`src/hw/rtl/lfsa_pkg.sv`:
```
// Shared types and constants for the lowest free slot timed allocator.
`default_nettype none

package lfsa_pkg;

  // Fixed field widths
  localparam int TIME_BITS = 20;
  localparam int ID_BITS   = 16;
  localparam int SLOT_W    = 6;

  // Booking request, one per input transfer
  typedef struct packed {
    logic [TIME_BITS-1:0] start_time;
    logic [TIME_BITS-1:0] end_time;
    logic [ID_BITS-1:0]   requester_id;
  } req_t;

  // Booking result, one per request
  typedef struct packed {
    logic [SLOT_W-1:0] slot_number;
    logic              is_target;
    logic              overflow;
  } res_t;

  // Controller states
  typedef enum logic [2:0] {
    ST_IDLE,
    ST_READ,
    ST_CMP,
    ST_BOOK,
    ST_OVF
  } state_e;

  // Commands from controller to datapath
  typedef struct packed {
    logic load;
    logic read;
    logic next_row;
    logic capture;
    logic book;
    logic ovf;
  } cmd_t;

  // Status from datapath to controller
  typedef struct packed {
    logic hit;
    logic last_row;
  } status_t;

endpackage

`default_nettype wire

```
`src/hw/rtl/lfsa_ctrl.sv`:
```
// Controller state machine: sequences the row scan, booking and result strobe.
`default_nettype none

module lfsa_ctrl (
  input  logic              clk_i,
  input  logic              rst_ni,
  input  logic              start,
  output logic              busy,
  input  lfsa_pkg::status_t status_i,
  output lfsa_pkg::cmd_t    cmd_o
);
  import lfsa_pkg::*;

  state_e state_q, state_d;

  // State register
  always_ff @(posedge clk_i or negedge rst_ni) begin
    if (!rst_ni) begin
      state_q <= ST_IDLE;
    end else begin
      state_q <= state_d;
    end
  end

  // Next state
  always_comb begin
    state_d = state_q;
    unique case (state_q)
      ST_IDLE: begin
        if (start) state_d = ST_READ;
      end
      ST_READ: begin
        state_d = ST_CMP;
      end
      ST_CMP: begin
        priority if (status_i.hit) begin
          state_d = ST_BOOK;
        end else if (status_i.last_row) begin
          state_d = ST_OVF;
        end else begin
          state_d = ST_READ;
        end
      end
      ST_BOOK: begin
        state_d = ST_IDLE;
      end
      ST_OVF: begin
        state_d = ST_IDLE;
      end
      default: begin
        state_d = ST_IDLE;
      end
    endcase
  end

  // Outputs
  always_comb begin
    cmd_o = '0;
    busy  = (state_q != ST_IDLE);
    unique case (state_q)
      ST_IDLE: begin
        cmd_o.load = start;
      end
      ST_READ: begin
        cmd_o.read = 1'b1;
      end
      ST_CMP: begin
        cmd_o.capture  = status_i.hit;
        cmd_o.next_row = !status_i.hit && !status_i.last_row;
      end
      ST_BOOK: begin
        cmd_o.book = 1'b1;
      end
      ST_OVF: begin
        cmd_o.ovf = 1'b1;
      end
      default: begin
        cmd_o = '0;
      end
    endcase
  end

endmodule

`default_nettype wire

```
`src/hw/rtl/lfsa_dp.sv`:
```
// Datapath: release-time memory, row compare, priority encode and result register.
`default_nettype none

module lfsa_dp #(
  parameter int SLOTS = 64
) (
  input  logic                 clk_i,
  input  logic                 rst_ni,
  input  lfsa_pkg::cmd_t       cmd_i,
  output lfsa_pkg::status_t    status_o,
  input  lfsa_pkg::req_t       req_i,
  input  logic                 cfg_valid_i,
  input  logic [lfsa_pkg::ID_BITS-1:0] cfg_data_i,
  output lfsa_pkg::res_t       res_o,
  output logic                 done_o
);
  import lfsa_pkg::*;

  // Up to 16 slots share one memory row and are compared side by side
  localparam int LANES  = (SLOTS < 16) ? SLOTS : 16;
  localparam int ROWS   = (SLOTS + LANES - 1) / LANES;
  localparam int ROW_W  = (ROWS > 1) ? $clog2(ROWS) : 1;
  localparam int LANE_W = $clog2(LANES);
  localparam int IDX_W  = $clog2(ROWS * LANES + 1);

  logic [LANES-1:0][TIME_BITS-1:0] mem_q [ROWS];
  logic [LANES-1:0][TIME_BITS-1:0] rdata_q;

  req_t               req_q;
  logic [ID_BITS-1:0] target_q;
  logic [ROW_W-1:0]   row_q;
  logic [IDX_W-1:0]   row_base_q;
  logic [IDX_W-1:0]   fill_q;
  logic [LANE_W-1:0]  hit_lane_q;
  logic [IDX_W-1:0]   hit_idx_q;
  res_t               res_q;
  logic               done_q;

  logic [IDX_W-1:0]        lane_idx [LANES];
  logic [LANES-1:0]        lane_free;
  logic [LANE_W-1:0]       hit_lane;
  logic [IDX_W+SLOT_W-1:0] hit_ext;
  logic                    is_target;

  // Target register write
  always_ff @(posedge clk_i or negedge rst_ni) begin
    if (!rst_ni) begin
      target_q <= '0;
    end else if (cfg_valid_i) begin
      target_q <= cfg_data_i;
    end
  end

  // Request capture on an input transfer
  always_ff @(posedge clk_i) begin
    if (cmd_i.load) begin
      req_q <= req_i;
    end
  end

  // Row pointer; the row base tracks the slot number of lane 0
  always_ff @(posedge clk_i or negedge rst_ni) begin
    if (!rst_ni) begin
      row_q      <= '0;
      row_base_q <= '0;
    end else if (cmd_i.load) begin
      row_q      <= '0;
      row_base_q <= '0;
    end else if (cmd_i.next_row) begin
      row_q      <= row_q + ROW_W'(1);
      row_base_q <= row_base_q + IDX_W'(LANES);
    end
  end

  // Slots are always booked lowest first, so the written ones form a prefix;
  // anything at or above the fill mark is still in its reset (free) state
  always_ff @(posedge clk_i or negedge rst_ni) begin
    if (!rst_ni) begin
      fill_q <= '0;
    end else if (cmd_i.book && (hit_idx_q == fill_q)) begin
      fill_q <= fill_q + IDX_W'(1);
    end
  end

  // Release-time memory: one row read, one lane written
  always_ff @(posedge clk_i) begin
    if (cmd_i.read) begin
      rdata_q <= mem_q[row_q];
    end
    if (cmd_i.book) begin
      mem_q[row_q][hit_lane_q] <= req_q.end_time;
    end
  end

  // Per-lane free test on the row just read
  always_comb begin
    for (int l = 0; l < LANES; l++) begin
      lane_idx[l]  = row_base_q + IDX_W'(l);
      lane_free[l] = (lane_idx[l] < IDX_W'(SLOTS)) &&
                     ((lane_idx[l] >= fill_q) || (rdata_q[l] <= req_q.start_time));
    end
  end

  // Lowest free lane
  always_comb begin
    hit_lane = '0;
    for (int l = LANES - 1; l >= 0; l--) begin
      if (lane_free[l]) hit_lane = LANE_W'(l);
    end
  end

  assign status_o.hit      = |lane_free;
  assign status_o.last_row = (row_q == ROW_W'(ROWS - 1));

  // Hold the winning lane for the booking cycle
  always_ff @(posedge clk_i) begin
    if (cmd_i.capture) begin
      hit_lane_q <= hit_lane;
      hit_idx_q  <= row_base_q + IDX_W'(hit_lane);
    end
  end

  // Result register; slot number keeps the low bits of the index
  assign hit_ext   = {{SLOT_W{1'b0}}, hit_idx_q};
  assign is_target = (req_q.requester_id == target_q);

  always_ff @(posedge clk_i) begin
    if (cmd_i.book) begin
      res_q.slot_number <= hit_ext[SLOT_W-1:0];
      res_q.is_target   <= is_target;
      res_q.overflow    <= 1'b0;
    end else if (cmd_i.ovf) begin
      res_q.slot_number <= '0;
      res_q.is_target   <= is_target;
      res_q.overflow    <= 1'b1;
    end
  end

  // One-cycle result strobe
  always_ff @(posedge clk_i or negedge rst_ni) begin
    if (!rst_ni) begin
      done_q <= 1'b0;
    end else begin
      done_q <= cmd_i.book || cmd_i.ovf;
    end
  end

  assign res_o  = res_q;
  assign done_o = done_q;

endmodule

`default_nettype wire

```
`src/hw/rtl/lowest_free_slot_timed_allocator.sv`:
```
// Lowest free slot allocator with expiry, top level.
//
// A request is taken when start is high and busy is low; its result appears
// on res_o for exactly one cycle with done_o high and cannot be held off.
// Slot release times live in a memory of 16-slot rows; each row is read, then
// compared and priority encoded. A request scans the rows in order until one
// holds a free slot, then books it; if none does it takes the overflow path.
// Its result strobe follows the booking or overflow state, and busy is low in
// that same cycle, so the next request can be taken at its end.
// No clearing pass is needed after reset: a fill mark stands in for it.
// The target register may be written at any cycle with cfg_valid_i; it is
// always ready and should only be changed while the block is idle.
`default_nettype none

module lowest_free_slot_timed_allocator #(
  parameter int SLOTS = 64
) (
  input  logic                          clk_i,
  input  logic                          rst_ni,
  input  logic                          start,
  output logic                          busy,
  input  lfsa_pkg::req_t                req_i,
  output logic                          done_o,
  output lfsa_pkg::res_t                res_o,
  input  logic                          cfg_valid_i,
  output logic                          cfg_ready_o,
  input  logic [lfsa_pkg::ID_BITS-1:0]  cfg_data_i
);
  import lfsa_pkg::*;

  cmd_t    cmd;
  status_t status;

  assign cfg_ready_o = 1'b1;

  // Sequencer
  lfsa_ctrl u_ctrl (
    .clk_i    (clk_i),
    .rst_ni   (rst_ni),
    .start    (start),
    .busy     (busy),
    .status_i (status),
    .cmd_o    (cmd)
  );

  // Storage and compare
  lfsa_dp #(
    .SLOTS (SLOTS)
  ) u_dp (
    .clk_i       (clk_i),
    .rst_ni      (rst_ni),
    .cmd_i       (cmd),
    .status_o    (status),
    .req_i       (req_i),
    .cfg_valid_i (cfg_valid_i),
    .cfg_data_i  (cfg_data_i),
    .res_o       (res_o),
    .done_o      (done_o)
  );

endmodule

`default_nettype wire

```
`config.mk`:
```
export PLATFORM = sky130hd
export DESIGN_NAME = lowest_free_slot_timed_allocator
export DESIGN_NICKNAME = d
export VERILOG_FILES = /design/src/hw/rtl/lfsa_pkg.sv /design/src/hw/rtl/lfsa_ctrl.sv /design/src/hw/rtl/lfsa_dp.sv /design/src/hw/rtl/lowest_free_slot_timed_allocator.sv
export SDC_FILE = /design/constraint.sdc
export NUM_CORES = 2
export LEC_CHECK = 0
export ABC_AREA = 1
export BUFFER_PORTS_ARGS = -buffer_cell sky130_fd_sc_hd__buf_2
export CAP_MARGIN = 20
export CORE_MARGIN = 2
export CORE_UTILIZATION = 50
export DETAILED_ROUTE_END_ITERATION = 6
export PLACE_DENSITY = 0.7
export SYNTH_ARGS = -nofsm -noshare
export SYNTH_HDL_FRONTEND = slang
export SYNTH_SLANG_ARGS = --single-unit
```
`constraint.sdc`:
```
create_clock -name clk_i -period 39.9 [get_ports clk_i]
set_clock_uncertainty 0.2 [all_clocks]
set_input_delay 1.995 -clock clk_i [delete_from_list [all_inputs] [get_ports clk_i]]
set_output_delay 1.995 -clock clk_i [all_outputs]
set_load 0.005 [all_outputs]
```
# --- Word-level counts from Yosys, hierarchy flattened ---
# Memories as Yosys holds them, arrays and structs flattened. A register that Yosys moved wholly into a read port is not among the register bits.
# Index checks and enable logic that the tools add are counted.
word_totals:
  regBits: 111
  output_inout_bits: 11
  word_cells: 170
  mem_bits_rw: 1280
  input_bits: 76
  mem_count: 1
classes:
  order_cmp: 50
  n_reduce_logical: 43
  mux: 35
  n_addsub: 19
  n_eq_ne: 8
memory_table:
  columns: ["memory", "depth", "width", "read_ports", "rd_ports_with_merged_regs", "write_ports", "line", "rtl"]
  rows:
  - ["u_dp.mem_q", 4, 320, 1, 1, 1, "lfsa_dp.sv:26", "logic [LANES-1:0][TIME_BITS-1:0] mem_q [ROWS];"]
ops:
  columns: ["cell", "count"]
  rows:
  - ["less-or-equal comparator 20 bit", 16]
  - ["2-to-1 mux 320 bit", 1]
  - [">= comparator 7 bit", 16]
  - ["< comparator 7 bit (second input constant)", 16]
  - ["demux 20 bit (select 4 bit)", 1]
  - ["2-to-1 mux 4 bit", 16]
  - ["adder 7 x 4 -> 7 bit (second input constant)", 8]
  - ["adder 7 x 3 -> 7 bit (second input constant)", 4]
  - ["2-to-1 mux 20 bit", 1]
  - ["logical AND 1 bit", 19]
  - ["logical OR 1 bit", 17]
  - ["== test 16 bit", 1]
  - ["2-to-1 mux 8 bit", 2]
  - ["OR reduction 16 bit", 1]
  - ["adder 7 x 1 -> 7 bit (second input constant)", 2]
  - ["adder 7 x 2 -> 7 bit (second input constant)", 2]
  - ["2-to-1 mux 7 bit", 2]
  - ["2-to-1 mux 3 bit", 3]
  - ["one-hot mux 3 bit (3 select lines)", 1]
  - ["adder 7 x 4 -> 7 bit", 1]
  - ["adder 7 x 5 -> 7 bit (second input constant)", 1]
  - ["== test 7 bit", 1]
  - ["== test 3 x 2 -> 1 bit (second input constant)", 2]
  - ["2-to-1 mux 2 bit", 3]
  - ["12 further kinds", 18]

# --- Longest topological paths before layout ---
logic_depth:
  ltp_word: 21
  depth_mapped: 25
  mapped_depth_nobuf: 25

# --- By module ---
# From an unflattened synthesis, not the netlist that was laid out.
unflattened:
  cells_unflattened: 4961
  hier_area_um2: 68832.3
by_module_without_submodules:
  columns: ["module", "area_per_inst_um2", "seq_area_each_um2", "cells_per_inst", "n_inst"]
  rows:
  - ["lfsa_dp", 68633.3, 50983.9, 4935, 1]
  - ["lfsa_ctrl", 187.7, 75.1, 24, 1]
  - ["lowest_free_slot_timed_allocator", 11.3, 0.0, 2, 1]

# --- Worst setup path before layout ---
# No wires, ideal clock.
synth_timing:
  kind: "register to register"
  from: "reg u_ctrl.state_q[1]"
  to: "reg u_dp.rdata_q[0] in the netlist's numbering (read register of u_dp.mem_q), enable pin"
  setup_time_ns: 1.398
  path_buffers: 0
  path_stages_with_launch: 2
  arrival_ns: 21.995
  path_slack_ns: 16.306
  t_required_ns: 38.302
  period_less_slack_ns: 23.594
  cell_sequence: "dfrtp_1 > nor3_1"
synth_via:
  elab_chain_len: 2
synth_lines:
  columns: ["element", "line", "rtl"]
  rows:
  - ["start: declaration", "lfsa_ctrl.sv:14", "state_e state_q, state_d;"]
  - ["start signal: assignment", "lfsa_ctrl.sv:21", "state_q <= state_d;"]
  - ["== test 3 x 1 -> 1 bit", "lfsa_ctrl.sv:60", "unique case (state_q)"]
  - ["2-to-1 mux 1 bit", "lfsa_ctrl.sv:60", null]
  - ["end: declaration", "lfsa_dp.sv:27", "logic [LANES-1:0][TIME_BITS-1:0] rdata_q;"]
# No other way between the ends.
# A chain may end at the register's enable or synchronous reset.

# --- Worst setup path after layout ---
layout_timing:
  from: "reg u_dp.row_q[0]"
  to: "mem u_dp.mem_q[1][144] in the netlist's numbering, enable pin"
layout_lines:
  columns: ["element", "line", "rtl"]
  rows:
  - ["start: declaration", "lfsa_dp.sv:31", "logic [ROW_W-1:0] row_q;"]
  - ["start signal: assignment", "lfsa_dp.sv:70", "row_q <= row_q + ROW_W'(1);"]
  - ["end: declaration", "lfsa_dp.sv:26", null]
# No word-level cell before the write port.

==> flow_metrics.env <==
export IMPL_status="complete, no violations"
export IMPL_hpwl_mm=87.7
export IMPL_antenna_found_initial=15
export IMPL_cts_buffers=165
export IMPL_cts_resized=0
export IMPL_top_usage_layer="met2"
export IMPL_ys_seq_area_frac=0.741
export IMPL_core_area_mm2=0.137
export IMPL_vdd_drop_max_mv=0.0422
export IMPL_worst_pin_slew_ns=1.21
export IMPL_cts_hold_buf=0
export IMPL_critical_path_class="flip-flop to flip-flop"
export IMPL_cp_arrival_ns=4.66
export IMPL_clkLatencyLatePin_ns=0.80
export IMPL_power_leakage_nw=27.3
export IMPL_min_period_ns=4.37
export IMPL_cts_tree="yes"
export IMPL_powerDensity_mw_per_mm2=56.6
export IMPL_synthArstFlopShare=0.0188
export IMPL_drive_gt1_frac=0.107
export IMPL_num_vias=42100
export IMPL_synthFlopType="edfxtp_1"
export IMPL_rsz0062_at_grt="no"
export IMPL_whs_ns=0.280
export IMPL_crit_path_end_kind="flip-flop"
export IMPL_drt_first_pass_iters=6
export IMPL_gr_usage_met1=0.331
export IMPL_avgRoutedWirePerCell_um=24.9
export IMPL_initial_utilization=0.502
export IMPL_synthCells=4970
export IMPL_drc=0
export IMPL_instances_no_fill=7043
export IMPL_yosys_warnings=0
export IMPL_root_buffer="clkbuf_16"
export IMPL_synth_area_mm2=0.0689
export IMPL_synth_area_leader_cell="edfxtp_1"
export IMPL_hold_viol_final=0
export IMPL_final_cell_mix="1,673 x edfxtp_1, 758 x nor2_1, 711 x o21ai_0, 339 x ha_1, 323 x o22ai_1"
export IMPL_clkTransAtPathRegs_ns=0.06
export IMPL_place_area_mm2=0.0720
export IMPL_cts_max_path_buffers=3
export IMPL_setup_violations_final=0
export IMPL_fin_crit_sh=0.110
export IMPL_cts_setup_buffers=0
export IMPL_die_w_um=375
export IMPL_dp_cells=6735
export IMPL_nFillCells=10500
export IMPL_syn_avg_cell_area_um2=13.9
export IMPL_grt_pass1_vias=40500
export IMPL_drv_cap=0
export IMPL_syn_nets=5385
export IMPL_final_common_cell="edfxtp_1"
export IMPL_slew_headroom=0.192
export IMPL_syn_to_final_growth_pct=12.5
export IMPL_synth_enable_flop_cells=1673
export IMPL_vias_per_cell=5.98
export IMPL_synth_seq_cells=1706
export IMPL_yosysTopAreaCellShare=0.730
export IMPL_port_buffers=85
export IMPL_cts_sinks=1706
export IMPL_use_met2=0.402
export IMPL_row_count=136
export IMPL_start_kind="flip-flop"
export IMPL_ios=87
export IMPL_synthTopCellsByArea="edfxtp_1 73%, ha_1 6.2%, o21ai_0 5.2%, nor2_1 4.5%, o22ai_1 2.9%"
export IMPL_hold_path_class="flip-flop to flip-flop"
export IMPL_synth_cell_types=56
export IMPL_final_util=0.565
export IMPL_crit_required_ns=40.18
export IMPL_ant_nets=0
export IMPL_final_max_slew_viol_count=0
export IMPL_nets=5533
export IMPL_setup_tns_ns=0
export IMPL_grt_overflow=0
export IMPL_totalWireLength_mm=176
export IMPL_final_area_mm2=0.0775
export IMPL_dieArea_mm2=0.141
export IMPL_grt_max_degree=234
export IMPL_max_freq_mhz=229
export IMPL_path_max_fanout=226
export IMPL_routabilityCongestion=0.867
export IMPL_track_usage=0.248
export IMPL_htreeDepth=4
export IMPL_r2r_slack_ns=35.53
export IMPL_use_met3=0.0465
export IMPL_die_h_um=375
export IMPL_detail_route_iter0_violations=5471
export IMPL_grt_pass1_wl_mm=258
## synthesized netlist by cell type (2+ instances only)
cell type / count
o21a_1: 3
a221oi_1: 3
a2111oi_0: 2
clkinv_1: 5
a21oi_1: 151
nand4_1: 31
buf_1: 3
nand2_2: 5
or2_2: 2
nor2_2: 5
xnor2_1: 2
xor2_1: 17
inv_1: 164
nand3_1: 53
buf_2: 2
a21o_1: 2
mux2_2: 7
nor2_4: 2
clkbuf_1: 222
ha_1: 339
nand2_1: 306
dfrtp_1: 32
a31oi_1: 11
buf_4: 2
edfxtp_1: 1673
conb_1: 2
o21ai_0: 711
nor3_1: 10
o211ai_1: 5
nor3_2: 2
nor2_1: 819
nor4_2: 7
o22ai_1: 323
nor4_1: 6
o21bai_1: 3
a311oi_1: 3
inv_2: 6
nand3b_1: 3
o21ai_1: 9
## critical path, cell delays in order (launching register included)
cell and delay [ns]:
dfrtp_4 1.09, buf_12 0.58, ha_1 0.30, inv_2 0.36, nor2_1 0.87, buf_4 0.33
## layout make-up
class                   instances  area [um2]  area share
clock inverters                87         838      0.0108
flip-flops and latches       1706       51100       0.659
well taps                    1794        2240      0.0290
diodes                          4        10.0    0.000129
repair buffers                210        1750      0.0225
clock buffers                 207        4460      0.0575
inverters                     176         678     0.00875
multi-input cells            2859       16400       0.212
## worst paths after layout
| path | cells after the start | startpoint | end |
|---|---|---|---|
| worst max-delay path | 5 | u_dp.row_q[0] | u_dp.mem_q[1][144] |
| worst min-delay path | 2 | u_dp.res_o[0] | u_dp.res_o[0] |
| worst max register to register | 5 | u_dp.row_q[0] | u_dp.mem_q[1][144] |
| worst min register to register | 2 | u_dp.res_o[0] | u_dp.res_o[0] |
| max in group asynchronous | 1 | rst_ni | u_dp.row_q[0] |
| min in group asynchronous | 1 | rst_ni | u_dp.target_q[8] |
## report_power, final
part / internal, mW / switching [mW]
logic: 0.160 / 0.444
clock network: 0.876 / 0.661
registers: 2.19 / 0.0552
total: 3.22 / 1.16
## stage by stage
stage | setup WS (ns) | total power [mW]
floorplan | 16.31 | 2.70
global placement | 35.66 | 2.85
detailed placement | 35.59 | 2.87
CTS | 35.59 | 4.39
global route | 35.35 | 4.54
finish | 35.53 | 4.38
## logic make-up after synthesis
logic type | share of synthesized area
AO/OA/AOI/OAI | 0.0971
other | 0.000109
AND/OR/NAND/NOR | 0.0739
flip-flops | 0.741
adder cells (fa/ha/maj) | 0.0616
XOR/XNOR | 0.00242
multiplexers | 0.00114
buffers and inverters | 0.0223
## state kept, by name, summed over array words and instances (netlist names)
signal	count
u_dp.done_o	1
u_dp.row_q	2
u_dp.mem_q	1280
u_dp.req_q	56
u_dp.res_o	8
u_ctrl.state_q	3
u_dp.row_base_q	3
u_dp.fill_q	7
u_dp.hit_idx_q	7
u_dp.rdata_q	320
u_dp.target_q	16
u_dp.hit_lane_q	3
## metal layers
layer / vias to the layer above / share of wire
li1: 18800 / -
met1: 20900 / 0.39
met2: 2043 / 0.47
met3: 354 / 0.096
met4: 10 / 0.038
met5: - / 0.00038
Power figures use the tool's default switching activity.
